--- src/rtl/u8esc_pkg.sv ---
`timescale 1ns / 1ps
package u8esc_pkg;

  // queue depth between front and back
  localparam int QueueDepth = 2;

  // byte codes
  localparam logic [7:0] BYTE_QUOTE     = 8'h22;
  localparam logic [7:0] BYTE_BACKSLASH = 8'h5C;
  localparam logic [7:0] BYTE_NEWLINE   = 8'h0A;
  localparam logic [7:0] BYTE_RETURN    = 8'h0D;
  localparam logic [7:0] BYTE_TAB       = 8'h09;
  localparam logic [7:0] BYTE_DEL       = 8'h7F;
  localparam logic [7:0] BYTE_SPACE     = 8'h20;
  localparam logic [7:0] CHAR_N         = 8'h6E;
  localparam logic [7:0] CHAR_R         = 8'h72;
  localparam logic [7:0] CHAR_T         = 8'h74;
  localparam logic [7:0] CHAR_U         = 8'h75;
  localparam logic [7:0] CHAR_ZERO      = 8'h30;

  // lead ranges and second-byte limits
  localparam logic [7:0] LEAD2_LO  = 8'hC2;
  localparam logic [7:0] LEAD2_HI  = 8'hDF;
  localparam logic [7:0] LEAD3_LO  = 8'hE0;
  localparam logic [7:0] LEAD3_HI  = 8'hEF;
  localparam logic [7:0] LEAD4_LO  = 8'hF0;
  localparam logic [7:0] LEAD4_HI  = 8'hF4;
  localparam logic [7:0] LEAD_SURR = 8'hED;
  localparam logic [7:0] LIM_A0    = 8'hA0;
  localparam logic [7:0] LIM_90    = 8'h90;

  // replacement character EF BF BD
  localparam logic [7:0] REPL_0 = 8'hEF;
  localparam logic [7:0] REPL_1 = 8'hBF;
  localparam logic [7:0] REPL_2 = 8'hBD;

  // one unit of work for the back end: replacements, body bytes, replacements
  typedef struct packed {
    logic            last;
    logic [1:0]      pre;
    logic [2:0]      len;
    logic [5:0][7:0] bytes;
    logic [1:0]      post;
  } u8esc_job_t;

  // emit phase of the back end
  typedef enum logic [1:0] {
    PH_START,
    PH_PRE,
    PH_BODY,
    PH_POST
  } u8esc_phase_t;

  function automatic logic [7:0] hex_digit(input logic [3:0] nib);
    logic [7:0] r;
    if (nib < 4'd10) begin
      r = CHAR_ZERO + {4'd0, nib};
    end else begin
      r = 8'h57 + {4'd0, nib};
    end
    return r;
  endfunction

  function automatic logic [7:0] repl_byte(input logic [1:0] sel);
    logic [7:0] r;
    case (sel)
      2'd0:    r = REPL_0;
      2'd1:    r = REPL_1;
      default: r = REPL_2;
    endcase
    return r;
  endfunction

endpackage

--- src/rtl/u8esc_front.sv ---
`timescale 1ns / 1ps
module u8esc_front (
  input  logic                  clk,
  input  logic                  rst,
  input  logic                  accept,
  input  logic [7:0]            in_byte,
  input  logic                  end_of_string,
  output u8esc_pkg::u8esc_job_t job,
  output logic                  job_valid
);

  logic [2:0][7:0] held_bytes;
  logic [2:0][7:0] held_bytes_next;
  logic [1:0]      held_count;
  logic [1:0]      held_count_next;
  logic [1:0]      needed_count;
  logic [1:0]      needed_count_next;

  logic ok;
  logic do_fresh;

  // continuation check, including range rules on the second byte
  always_comb begin
    ok = (in_byte[7:6] == 2'b10);
    if (held_count == 2'd1) begin
      if (held_bytes[0] == u8esc_pkg::LEAD3_LO  && in_byte <  u8esc_pkg::LIM_A0) ok = 1'b0;
      if (held_bytes[0] == u8esc_pkg::LEAD_SURR && in_byte >= u8esc_pkg::LIM_A0) ok = 1'b0;
      if (held_bytes[0] == u8esc_pkg::LEAD4_LO  && in_byte <  u8esc_pkg::LIM_90) ok = 1'b0;
      if (held_bytes[0] == u8esc_pkg::LEAD4_HI  && in_byte >= u8esc_pkg::LIM_90) ok = 1'b0;
    end
  end

  // classify the item into a job and the next held state
  always_comb begin
    job               = '0;
    held_bytes_next   = held_bytes;
    held_count_next   = held_count;
    needed_count_next = needed_count;
    do_fresh          = 1'b1;

    if (held_count != 2'd0) begin
      if (ok) begin
        do_fresh = 1'b0;
        if (held_count >= needed_count) begin
          // sequence complete, pass it through
          job.len = 3'(held_count) + 3'd1;
          for (int i = 0; i < 3; i++) begin
            job.bytes[i] = held_bytes[i];
          end
          job.bytes[3'(held_count)] = in_byte;
          held_count_next   = 2'd0;
          needed_count_next = 2'd0;
        end else begin
          held_bytes_next[held_count] = in_byte;
          held_count_next             = held_count + 2'd1;
        end
      end else begin
        // broken sequence: one replacement per held byte
        job.pre           = held_count;
        held_count_next   = 2'd0;
        needed_count_next = 2'd0;
      end
    end

    if (do_fresh) begin
      if (in_byte[7]) begin
        if (in_byte >= u8esc_pkg::LEAD2_LO && in_byte <= u8esc_pkg::LEAD2_HI) begin
          held_bytes_next[0] = in_byte;
          held_count_next    = 2'd1;
          needed_count_next  = 2'd1;
        end else if (in_byte >= u8esc_pkg::LEAD3_LO && in_byte <= u8esc_pkg::LEAD3_HI) begin
          held_bytes_next[0] = in_byte;
          held_count_next    = 2'd1;
          needed_count_next  = 2'd2;
        end else if (in_byte >= u8esc_pkg::LEAD4_LO && in_byte <= u8esc_pkg::LEAD4_HI) begin
          held_bytes_next[0] = in_byte;
          held_count_next    = 2'd1;
          needed_count_next  = 2'd3;
        end else begin
          job.len      = 3'd3;
          job.bytes[0] = u8esc_pkg::REPL_0;
          job.bytes[1] = u8esc_pkg::REPL_1;
          job.bytes[2] = u8esc_pkg::REPL_2;
        end
      end else if (in_byte == u8esc_pkg::BYTE_QUOTE || in_byte == u8esc_pkg::BYTE_BACKSLASH) begin
        job.len      = 3'd2;
        job.bytes[0] = u8esc_pkg::BYTE_BACKSLASH;
        job.bytes[1] = in_byte;
      end else if (in_byte == u8esc_pkg::BYTE_NEWLINE) begin
        job.len      = 3'd2;
        job.bytes[0] = u8esc_pkg::BYTE_BACKSLASH;
        job.bytes[1] = u8esc_pkg::CHAR_N;
      end else if (in_byte == u8esc_pkg::BYTE_RETURN) begin
        job.len      = 3'd2;
        job.bytes[0] = u8esc_pkg::BYTE_BACKSLASH;
        job.bytes[1] = u8esc_pkg::CHAR_R;
      end else if (in_byte == u8esc_pkg::BYTE_TAB) begin
        job.len      = 3'd2;
        job.bytes[0] = u8esc_pkg::BYTE_BACKSLASH;
        job.bytes[1] = u8esc_pkg::CHAR_T;
      end else if (in_byte < u8esc_pkg::BYTE_SPACE || in_byte == u8esc_pkg::BYTE_DEL) begin
        job.len      = 3'd6;
        job.bytes[0] = u8esc_pkg::BYTE_BACKSLASH;
        job.bytes[1] = u8esc_pkg::CHAR_U;
        job.bytes[2] = u8esc_pkg::CHAR_ZERO;
        job.bytes[3] = u8esc_pkg::CHAR_ZERO;
        job.bytes[4] = u8esc_pkg::hex_digit(in_byte[7:4]);
        job.bytes[5] = u8esc_pkg::hex_digit(in_byte[3:0]);
      end else begin
        job.len      = 3'd1;
        job.bytes[0] = in_byte;
      end
    end

    // end of string flushes an open sequence
    if (end_of_string && held_count_next != 2'd0) begin
      job.post          = held_count_next;
      held_count_next   = 2'd0;
      needed_count_next = 2'd0;
    end

    job.last  = end_of_string;
    job_valid = accept && (job.pre != 2'd0 || job.len != 3'd0 || job.post != 2'd0);
  end

  // held state
  always_ff @(posedge clk) begin
    if (rst) begin
      held_count   <= 2'd0;
      needed_count <= 2'd0;
    end else if (accept) begin
      held_count   <= held_count_next;
      needed_count <= needed_count_next;
    end
  end

  // held bytes, no reset
  always_ff @(posedge clk) begin
    if (accept) begin
      held_bytes <= held_bytes_next;
    end
  end

endmodule

--- src/rtl/u8esc_fifo.sv ---
`timescale 1ns / 1ps
module u8esc_fifo (
  input  logic                  clk,
  input  logic                  rst,
  input  logic                  wr_en,
  input  u8esc_pkg::u8esc_job_t wr_data,
  input  logic                  rd_en,
  output u8esc_pkg::u8esc_job_t rd_data,
  output logic                  not_empty,
  output logic                  full
);

  localparam int PtrW = $clog2(u8esc_pkg::QueueDepth);

  u8esc_pkg::u8esc_job_t entries [u8esc_pkg::QueueDepth];
  logic [PtrW-1:0] wr_ptr;
  logic [PtrW-1:0] rd_ptr;
  logic [PtrW:0]   count;

  assign rd_data   = entries[rd_ptr];
  assign not_empty = (count != '0);
  assign full      = (count == (PtrW+1)'(u8esc_pkg::QueueDepth));

  // pointers and fill count
  always_ff @(posedge clk) begin
    if (rst) begin
      wr_ptr <= '0;
      rd_ptr <= '0;
      count  <= '0;
    end else begin
      if (wr_en) begin
        wr_ptr <= (wr_ptr == PtrW'(u8esc_pkg::QueueDepth - 1)) ? '0 : wr_ptr + 1'b1;
      end
      if (rd_en) begin
        rd_ptr <= (rd_ptr == PtrW'(u8esc_pkg::QueueDepth - 1)) ? '0 : rd_ptr + 1'b1;
      end
      if (wr_en && !rd_en) begin
        count <= count + 1'b1;
      end else if (rd_en && !wr_en) begin
        count <= count - 1'b1;
      end
    end
  end

  // storage
  always_ff @(posedge clk) begin
    if (wr_en) begin
      entries[wr_ptr] <= wr_data;
    end
  end

endmodule

--- src/rtl/u8esc_back.sv ---
`timescale 1ns / 1ps
module u8esc_back (
  input  logic                  clk,
  input  logic                  rst,
  input  u8esc_pkg::u8esc_job_t job,
  input  logic                  job_valid,
  output logic                  pop,
  output logic                  out_valid,
  input  logic                  out_ready,
  output logic [7:0]            out_byte,
  output logic                  last_of_run,
  output logic                  string_done
);

  u8esc_pkg::u8esc_phase_t phase;
  u8esc_pkg::u8esc_phase_t phase_next;
  u8esc_pkg::u8esc_phase_t eff_phase;
  logic [1:0] rep;
  logic [1:0] rep_next;
  logic [1:0] sub;
  logic [1:0] sub_next;
  logic [2:0] idx;
  logic [2:0] idx_next;

  logic       adv;
  logic       fin;
  logic [7:0] cur_byte;

  assign adv = job_valid && (!out_valid || out_ready);
  assign pop = adv && fin;

  // pick the byte at the current position and step to the next one
  always_comb begin
    if (phase == u8esc_pkg::PH_START) begin
      if (job.pre != 2'd0) begin
        eff_phase = u8esc_pkg::PH_PRE;
      end else if (job.len != 3'd0) begin
        eff_phase = u8esc_pkg::PH_BODY;
      end else begin
        eff_phase = u8esc_pkg::PH_POST;
      end
    end else begin
      eff_phase = phase;
    end

    phase_next = eff_phase;
    rep_next   = rep;
    sub_next   = sub;
    idx_next   = idx;
    fin        = 1'b0;
    cur_byte   = u8esc_pkg::repl_byte(sub);

    unique case (eff_phase)
      u8esc_pkg::PH_BODY: begin
        cur_byte = job.bytes[idx];
        if (idx + 3'd1 == job.len) begin
          idx_next = 3'd0;
          if (job.post != 2'd0) begin
            phase_next = u8esc_pkg::PH_POST;
          end else begin
            fin = 1'b1;
          end
        end else begin
          idx_next = idx + 3'd1;
        end
      end
      u8esc_pkg::PH_PRE: begin
        if (sub == 2'd2) begin
          sub_next = 2'd0;
          rep_next = rep + 2'd1;
          if (rep + 2'd1 == job.pre) begin
            rep_next = 2'd0;
            if (job.len != 3'd0) begin
              phase_next = u8esc_pkg::PH_BODY;
            end else if (job.post != 2'd0) begin
              phase_next = u8esc_pkg::PH_POST;
            end else begin
              fin = 1'b1;
            end
          end
        end else begin
          sub_next = sub + 2'd1;
        end
      end
      u8esc_pkg::PH_POST: begin
        if (sub == 2'd2) begin
          sub_next = 2'd0;
          rep_next = rep + 2'd1;
          if (rep + 2'd1 == job.post) begin
            rep_next = 2'd0;
            fin      = 1'b1;
          end
        end else begin
          sub_next = sub + 2'd1;
        end
      end
      default: begin
        fin = 1'b1;
      end
    endcase

    if (fin) begin
      phase_next = u8esc_pkg::PH_START;
      rep_next   = 2'd0;
      sub_next   = 2'd0;
      idx_next   = 3'd0;
    end
  end

  // position within the current job
  always_ff @(posedge clk) begin
    if (rst) begin
      phase <= u8esc_pkg::PH_START;
      rep   <= 2'd0;
      sub   <= 2'd0;
      idx   <= 3'd0;
    end else if (adv) begin
      phase <= phase_next;
      rep   <= rep_next;
      sub   <= sub_next;
      idx   <= idx_next;
    end
  end

  // output register
  always_ff @(posedge clk) begin
    if (rst) begin
      out_valid <= 1'b0;
    end else if (adv) begin
      out_valid <= 1'b1;
    end else if (out_ready) begin
      out_valid <= 1'b0;
    end
  end

  always_ff @(posedge clk) begin
    if (adv) begin
      out_byte    <= cur_byte;
      last_of_run <= fin;
      string_done <= fin && job.last;
    end
  end

endmodule

--- src/rtl/utf8_validate_string_escape.sv ---
`timescale 1ns / 1ps
// UTF-8 validator and string escaper. Raw bytes enter on the s_ side, one item
// per cycle, with tlast on the final byte of a string; escaped, validated bytes
// leave on the m_ side, tuser marking the last byte caused by an input item and
// tlast the last byte of the string. Input and output run decoupled through a
// two-entry job queue: an input byte is taken whenever the queue has room, and
// the output side sends one byte per cycle while m_tready allows it, so an item
// that yields k output bytes (up to 15, e.g. three replacements plus a \u00hh
// escape) holds the output side until all k are sent. Bytes of an open
// multi-byte sequence produce nothing until the sequence completes, breaks or
// the string ends.
module utf8_validate_string_escape (
  input  logic       clk,
  input  logic       rst,
  input  logic       s_tvalid,
  output logic       s_tready,
  input  logic [7:0] s_tdata,   // [7:0] in_byte
  input  logic       s_tlast,   // end_of_string
  output logic       m_tvalid,
  input  logic       m_tready,
  output logic [7:0] m_tdata,   // [7:0] out_byte
  output logic       m_tuser,   // [0] last_of_run
  output logic       m_tlast    // string_done
);

  u8esc_pkg::u8esc_job_t fr_job;
  u8esc_pkg::u8esc_job_t head_job;
  logic fr_valid;
  logic q_full;
  logic q_not_empty;
  logic q_pop;
  logic accept;

  assign s_tready = !q_full;
  assign accept   = s_tvalid && s_tready;

  // classify input bytes
  u8esc_front u_front (
    .clk           (clk),
    .rst           (rst),
    .accept        (accept),
    .in_byte       (s_tdata),
    .end_of_string (s_tlast),
    .job           (fr_job),
    .job_valid     (fr_valid)
  );

  // job queue
  u8esc_fifo u_fifo (
    .clk       (clk),
    .rst       (rst),
    .wr_en     (fr_valid),
    .wr_data   (fr_job),
    .rd_en     (q_pop),
    .rd_data   (head_job),
    .not_empty (q_not_empty),
    .full      (q_full)
  );

  // emit output bytes
  u8esc_back u_back (
    .clk         (clk),
    .rst         (rst),
    .job         (head_job),
    .job_valid   (q_not_empty),
    .pop         (q_pop),
    .out_valid   (m_tvalid),
    .out_ready   (m_tready),
    .out_byte    (m_tdata),
    .last_of_run (m_tuser),
    .string_done (m_tlast)
  );

endmodule

--- config.mk ---
export PLATFORM = sky130hd
export DESIGN_NAME = utf8_validate_string_escape
export DESIGN_NICKNAME = d
export VERILOG_FILES = /design/src/rtl/u8esc_pkg.sv /design/src/rtl/u8esc_front.sv /design/src/rtl/u8esc_fifo.sv /design/src/rtl/u8esc_back.sv /design/src/rtl/utf8_validate_string_escape.sv
export SDC_FILE = /design/constraint.sdc
export NUM_CORES = 1
export LEC_CHECK = 0
export BUFFER_PORTS_ARGS = -buffer_cell sky130_fd_sc_hd__buf_2
export CAP_MARGIN = 0
export CELL_PAD_IN_SITES_DETAIL_PLACEMENT = 1
export CELL_PAD_IN_SITES_GLOBAL_PLACEMENT = 2
export CORE_MARGIN = 5
export CORE_UTILIZATION = 44
export DETAILED_ROUTE_END_ITERATION = 8
export PLACE_DENSITY = 0.91
export SLEW_MARGIN = 20
export SYNTH_ARGS = -nofsm -noshare
export SYNTH_HDL_FRONTEND = slang
export SYNTH_SLANG_ARGS = --single-unit
export TNS_END_PERCENT = 30
--- constraint.sdc ---
create_clock -name clk -period 7.6 [get_ports clk]
set_input_delay 1.14 -clock clk [delete_from_list [all_inputs] [get_ports clk]]
set_output_delay 1.14 -clock clk [all_outputs]
set_load 0.02 [all_outputs]
Yosys cells after proc, flatten, opt, wreduce, memory -nomap -nowiden
Memories as Yosys holds them, arrays and structs flattened. A register that Yosys moved wholly into a read port is not among the register bits. Index checks and enable logic that the tools add are counted.

Input bits: 13. Output and inout bits: 12. Memory bits (writable): 112. Bits in registers: 52. Word-level logic and storage cells: 235. Memories: 1.

Memory list: u_fifo.entries (depth 2, bits a word 56, rd ports 1, clocked after memory_dff 1, write ports 1, RTL line u8esc_fifo.sv:15) `u8esc_pkg::u8esc_job_t entries [u8esc_pkg::QueueDepth];`.

Add/sub/neg operators: 13. Eq/ne operators: 23. Muxes and demuxes: 115. Bitwise gates (word level): 1. Reductions and logical operators: 47. $lt $le $gt $ge: 19.

Operators with widths (count): 51-bit two-way mux (3); 32-bit two-way mux (4); 24-bit two-way mux (5); 8-bit two-way mux (14); 2-bit two-way mux (38); 16-bit two-way mux (4); 53-bit two-way mux (1); 48-bit bitwise mux (1); 8-bit greater-or-equal comparator, second input constant (5); 40-bit two-way mux (1); 3-bit two-way mux (12); 8-bit demux with 2-bit select (2); 8-bit == test, second input constant (4); 8-bit binary-select mux with 3-bit select (1); 24-bit bitwise mux (1); 8-bit by 4-bit == test with 1-bit output, second input constant (3); 8-bit <= comparator, second input constant (3); 1-bit two-way mux (23); 2-bit nonzero test (11); 1-bit logical AND (17); 7-bit by 4-bit adder with 8-bit output, first input constant (2); 8-bit by 7-bit == test with 1-bit output, second input constant (2); 8-bit less-than comparator, second input constant (2); 6-bit by 4-bit adder with 7-bit output, first input constant (2); other kinds (30) (57).

Longest topological paths before layout
Depth in word-level cells: 24. Mapped depth: 16.

Hierarchy
Synthesis repeated with hierarchy kept, for this count alone.

Cells, all modules: 654. Area total of the unflattened synthesis: 8449.4 µm².

By module, submodules not included: u8esc_fifo (instances 1, cells an instance 196, seq. area each 3463.3 µm², area an instance 4261.6 µm²); u8esc_front (instances 1, cells an instance 308, seq. area each 800.8 µm², area an instance 2611.3 µm²); u8esc_back (instances 1, cells an instance 148, seq. area each 500.5 µm², area an instance 1566.5 µm²); utf8_validate_string_escape (instances 1, cells an instance 2, seq. area each 0.0 µm², area an instance 10.0 µm²).

Worst setup path before layout
Ideal clock, no wire load.

Path kind: in2reg. Start: input s_tdata[5]. End: memory u_fifo.entries[0][0] (netlist bit) (enable). Stages: 11. Setup time: 0.472 ns. Path slack: 1.681 ns. Arrival time: 5.446 ns. Path buffers: 1. Cells stage by stage: buf_2 inv_1 ha_1 nor2b_1 o32ai_1 a21o_1 a21oi_1 nor2b_1 a21o_1 o31a_1 nor2b_1.

RTL lines: start: declaration (RTL line utf8_validate_string_escape.sv:17) `input logic [7:0] s_tdata,`; end: declaration (RTL line u8esc_fifo.sv:15).

==> impl_metrics.toml <==
[run_status]
outcome = "complete, no violations"

[place]
post-place-ws_ns = 2.569
hpwlAfterDp_um = 14600
gp_congestion = 0.9339
dp.cells = 865
io_buffers = 24
dpl_cell_area_um2 = 8338

[die]
design.core.area_um2 = 17960
dieArea_um2 = 20990
io_pins = 25
die_w_um = 144.9
start_util_pct = 44.56
rows = 49
die_h_um = 144.9

[synthesis]
synthMuxAreaShare_pct = 10.57
netlist-cell-type-count = 81
yosys.area_share.adder_pct = 3.439
synth_area_per_cell_um2 = 12.63
synthXorXnorAreaFrac_pct = 1.532
synth_cells = 634
synth.largest_area_cell = "edfxtp_1"
synth_top_family_by_area = "simple AND/OR/NAND/NOR gates"
synth_top_area_share_pct = 53.27
yosys_warnings = 0
ys_ff_latch = 161
synth-compound-area-share_pct = 10.44
synth_area_leaders = "edfxtp_1 53%, mux4_2 6.5%, dfxtp_1 4.8%"
async_reset_ff_share_pct = 0
yosysSeqAreaShare_pct = 58.02
synth_edf_count = 142
synth-simple-area-share_pct = 12.85
syn-cell-area_um2 = 8005
synth-main-ff-cell = "edfxtp_1"

[power]
p_leak_nw = 3.077
peakVddDrop_mv = 0.1609
power_mw = 2.765
p_per_area_nw_per_um2 = 310.8

[sta]
setup_ws_ns = 2.990
tns_ns = 0
slew_headroom_pct = 51.11
report.final.hold_viol_count = 0
post-route-period-util_pct = 60.66
fmaxAchievable_ghz = 0.2169
setup_viol = 0
rsz0062_at_grt = "false"
fin_crit_ns = 4.610
finClkSkew_ns = 0.01413
drv_slew = 0
holdWs_ns = 0.4785
tightestPinTransition_ns = 0.7334

[setup_path]
crit_fanout = 33
crit_chain = "buf_2 -> inv_1 -> ha_1 -> nor2b_1 -> o32ai_1 -> a21o_1 -> a21oi_1 -> nor2b_1 -> buf_4 -> a21o_1 -> o31a_1 -> and2_2 -> buf_4"
reg2reg_depth = 12
r2r-start = "u_front.held_count[0]"
crit_path_end_kind = "flip-flop"
r2r_slack_ns = 3.24
required_ns = 7.68
arrival_ns = 4.69
r2r-end = "u_fifo.entries[1][17]"
worst-setup-path-type = "in -> reg"
slowest_delay_ns = 0.51
start_kind = "primary input"
cpLargestDelayFamily = "compound AO/OA/AOI/OAI gates"
critPathBufInv = 4
slowest_stage = "and2_2"

[clock_tree]
cts_setup_buffers = 0
clock_latency_ns = 0.44
clock-sinks = 161
clkTransAtPathRegs_ns = 0.06
clockBufferDepth = 2
cts_root_buf = "clkbuf_16"
cts-buffers-inserted = 17
hold_buffers = 0
cts_tree = "built"
h-tree-depth = 4
cts_resized = 0

[detailed_routing]
remaining_drc_errors = 0
finalWirelength_um = 21050
drt-vias-per-instance = 5.932
wl_per_cell_um = 23.47
vias = 5321
first_pass_iters = 5
postRouteAntennaNets = 0
drt-initial-drc-count = 512

[worst_hold_path]
min_path_type = "reg -> reg"
hold_depth = 2
whs_endpoint = "u_back.phase[0]"
worstHoldStart = "u_back.phase[0]"

[global_routing]
grt_pass1_wl_um = 33330
grt_pass1_vias = 5723
grt_max_degree = 55
grt_use_total_pct = 21.23
overflow = 0
antenna_found_initial = 0

[final_layout]
fillers = 1861
syn_to_final_growth_pct = 11.13
final_cell_mix = "142 x edfxtp_1, 63 x nand2_1, 48 x nor2_1, 29 x a21oi_1"
fin_area_um2 = 8896
antenna_cells = 0
layout_commonest_cell = "edfxtp_1"
nNetsFinal = 690
utilization_pct = 49.52
stdcell_count = 897
drive_gt1_share_pct = 17.81

[run]
max_cap_viol_count = 0
report_power, final:
part	switching, mW	leakage (nW)	total (mW)	internal (mW)
sequential	0.0636	1.48	1.21	1.15
clock	0.364	0.269	0.817	0.454
combinational	0.463	1.33	0.734	0.271
Yosys cell counts, drive strengths merged, types with 10 or more instances:
cell type and instances:
buf 14, nand3 10, nand2 63, nor2 48, mux2 17, dfxtp 19
ha 22, mux2i 12, nor2b 10, a21oi 30, mux4 23, nor3 12
clkbuf 19, inv 25, o21ai 32, edfxtp 142
worst max path at each step:
| stage | start | to | cells after the start |
|---|---|---|---|
| after floorplan | s_tdata[5] | u_fifo.entries[0][0] | 11 |
| after global placement | s_tdata[5] | u_fifo.entries[1][42] | 13 |
| after detailed placement | s_tdata[5] | u_fifo.entries[1][42] | 13 |
| after CTS | s_tdata[5] | u_fifo.entries[1][26] | 13 |
| after global routing | s_tdata[5] | u_fifo.entries[1][26] | 13 |
| final | s_tdata[5] | u_fifo.entries[1][17] | 13 |
sequential cells by signal, summed over array words and instances, names as in the netlist, 2 cells and up, named ones only:
signal,flops
u_back.idx,3
u_front.held_bytes,24
u_back.phase,2
u_back.rep,2
u_fifo.entries,108
u_front.needed_count,2
u_back.sub,2
u_fifo.count,2
u_back.out_byte,8
u_front.held_count,2
cell families (layout without fill, tap and decap cells):
| family | Yosys count | count (layout) |
|---|---|---|
| AO/OA/AOI/OAI | 126 | 126 |
| XOR/XNOR | 14 | 14 |
| adder cells (fa/ha/maj) | 22 | 22 |
| multiplexers | 52 | 52 |
| AND/OR/NAND/NOR | 198 | 198 |
| flip-flops | 161 | 161 |
| buffers and inverters | 60 | 89 |
| other | 1 | 6 |
layout make-up:
type	count	area, um^2	share of cell area, %
clock inverters	15	132.6	1.491
clock buffers	17	425.4	4.782
inverters	27	101.3	1.139
multi-input cells	418	3139	35.29
well taps	229	286.5	3.221
repair buffers	30	165.2	1.857
flip-flops and latches	161	4646	52.22
per-layer routing:
metal	GRT usage, %	part of all wire, %	vias up	wire [um]
met5	0	0	-	0
li1	-	-	2436	-
met3	3.681	4.6	33	970
met1	28.32	44	2693	9239
met4	7.315	2.3	0	486
met2	35.22	49	159	10360
worst min-delay path, stage by stage (launching register included):
cell and delay (ns):
dfxtp_1 0.32, nand2_1 0.06, a21oi_1 0.05
No activity file was read; power rests on OpenSTA's default activity.
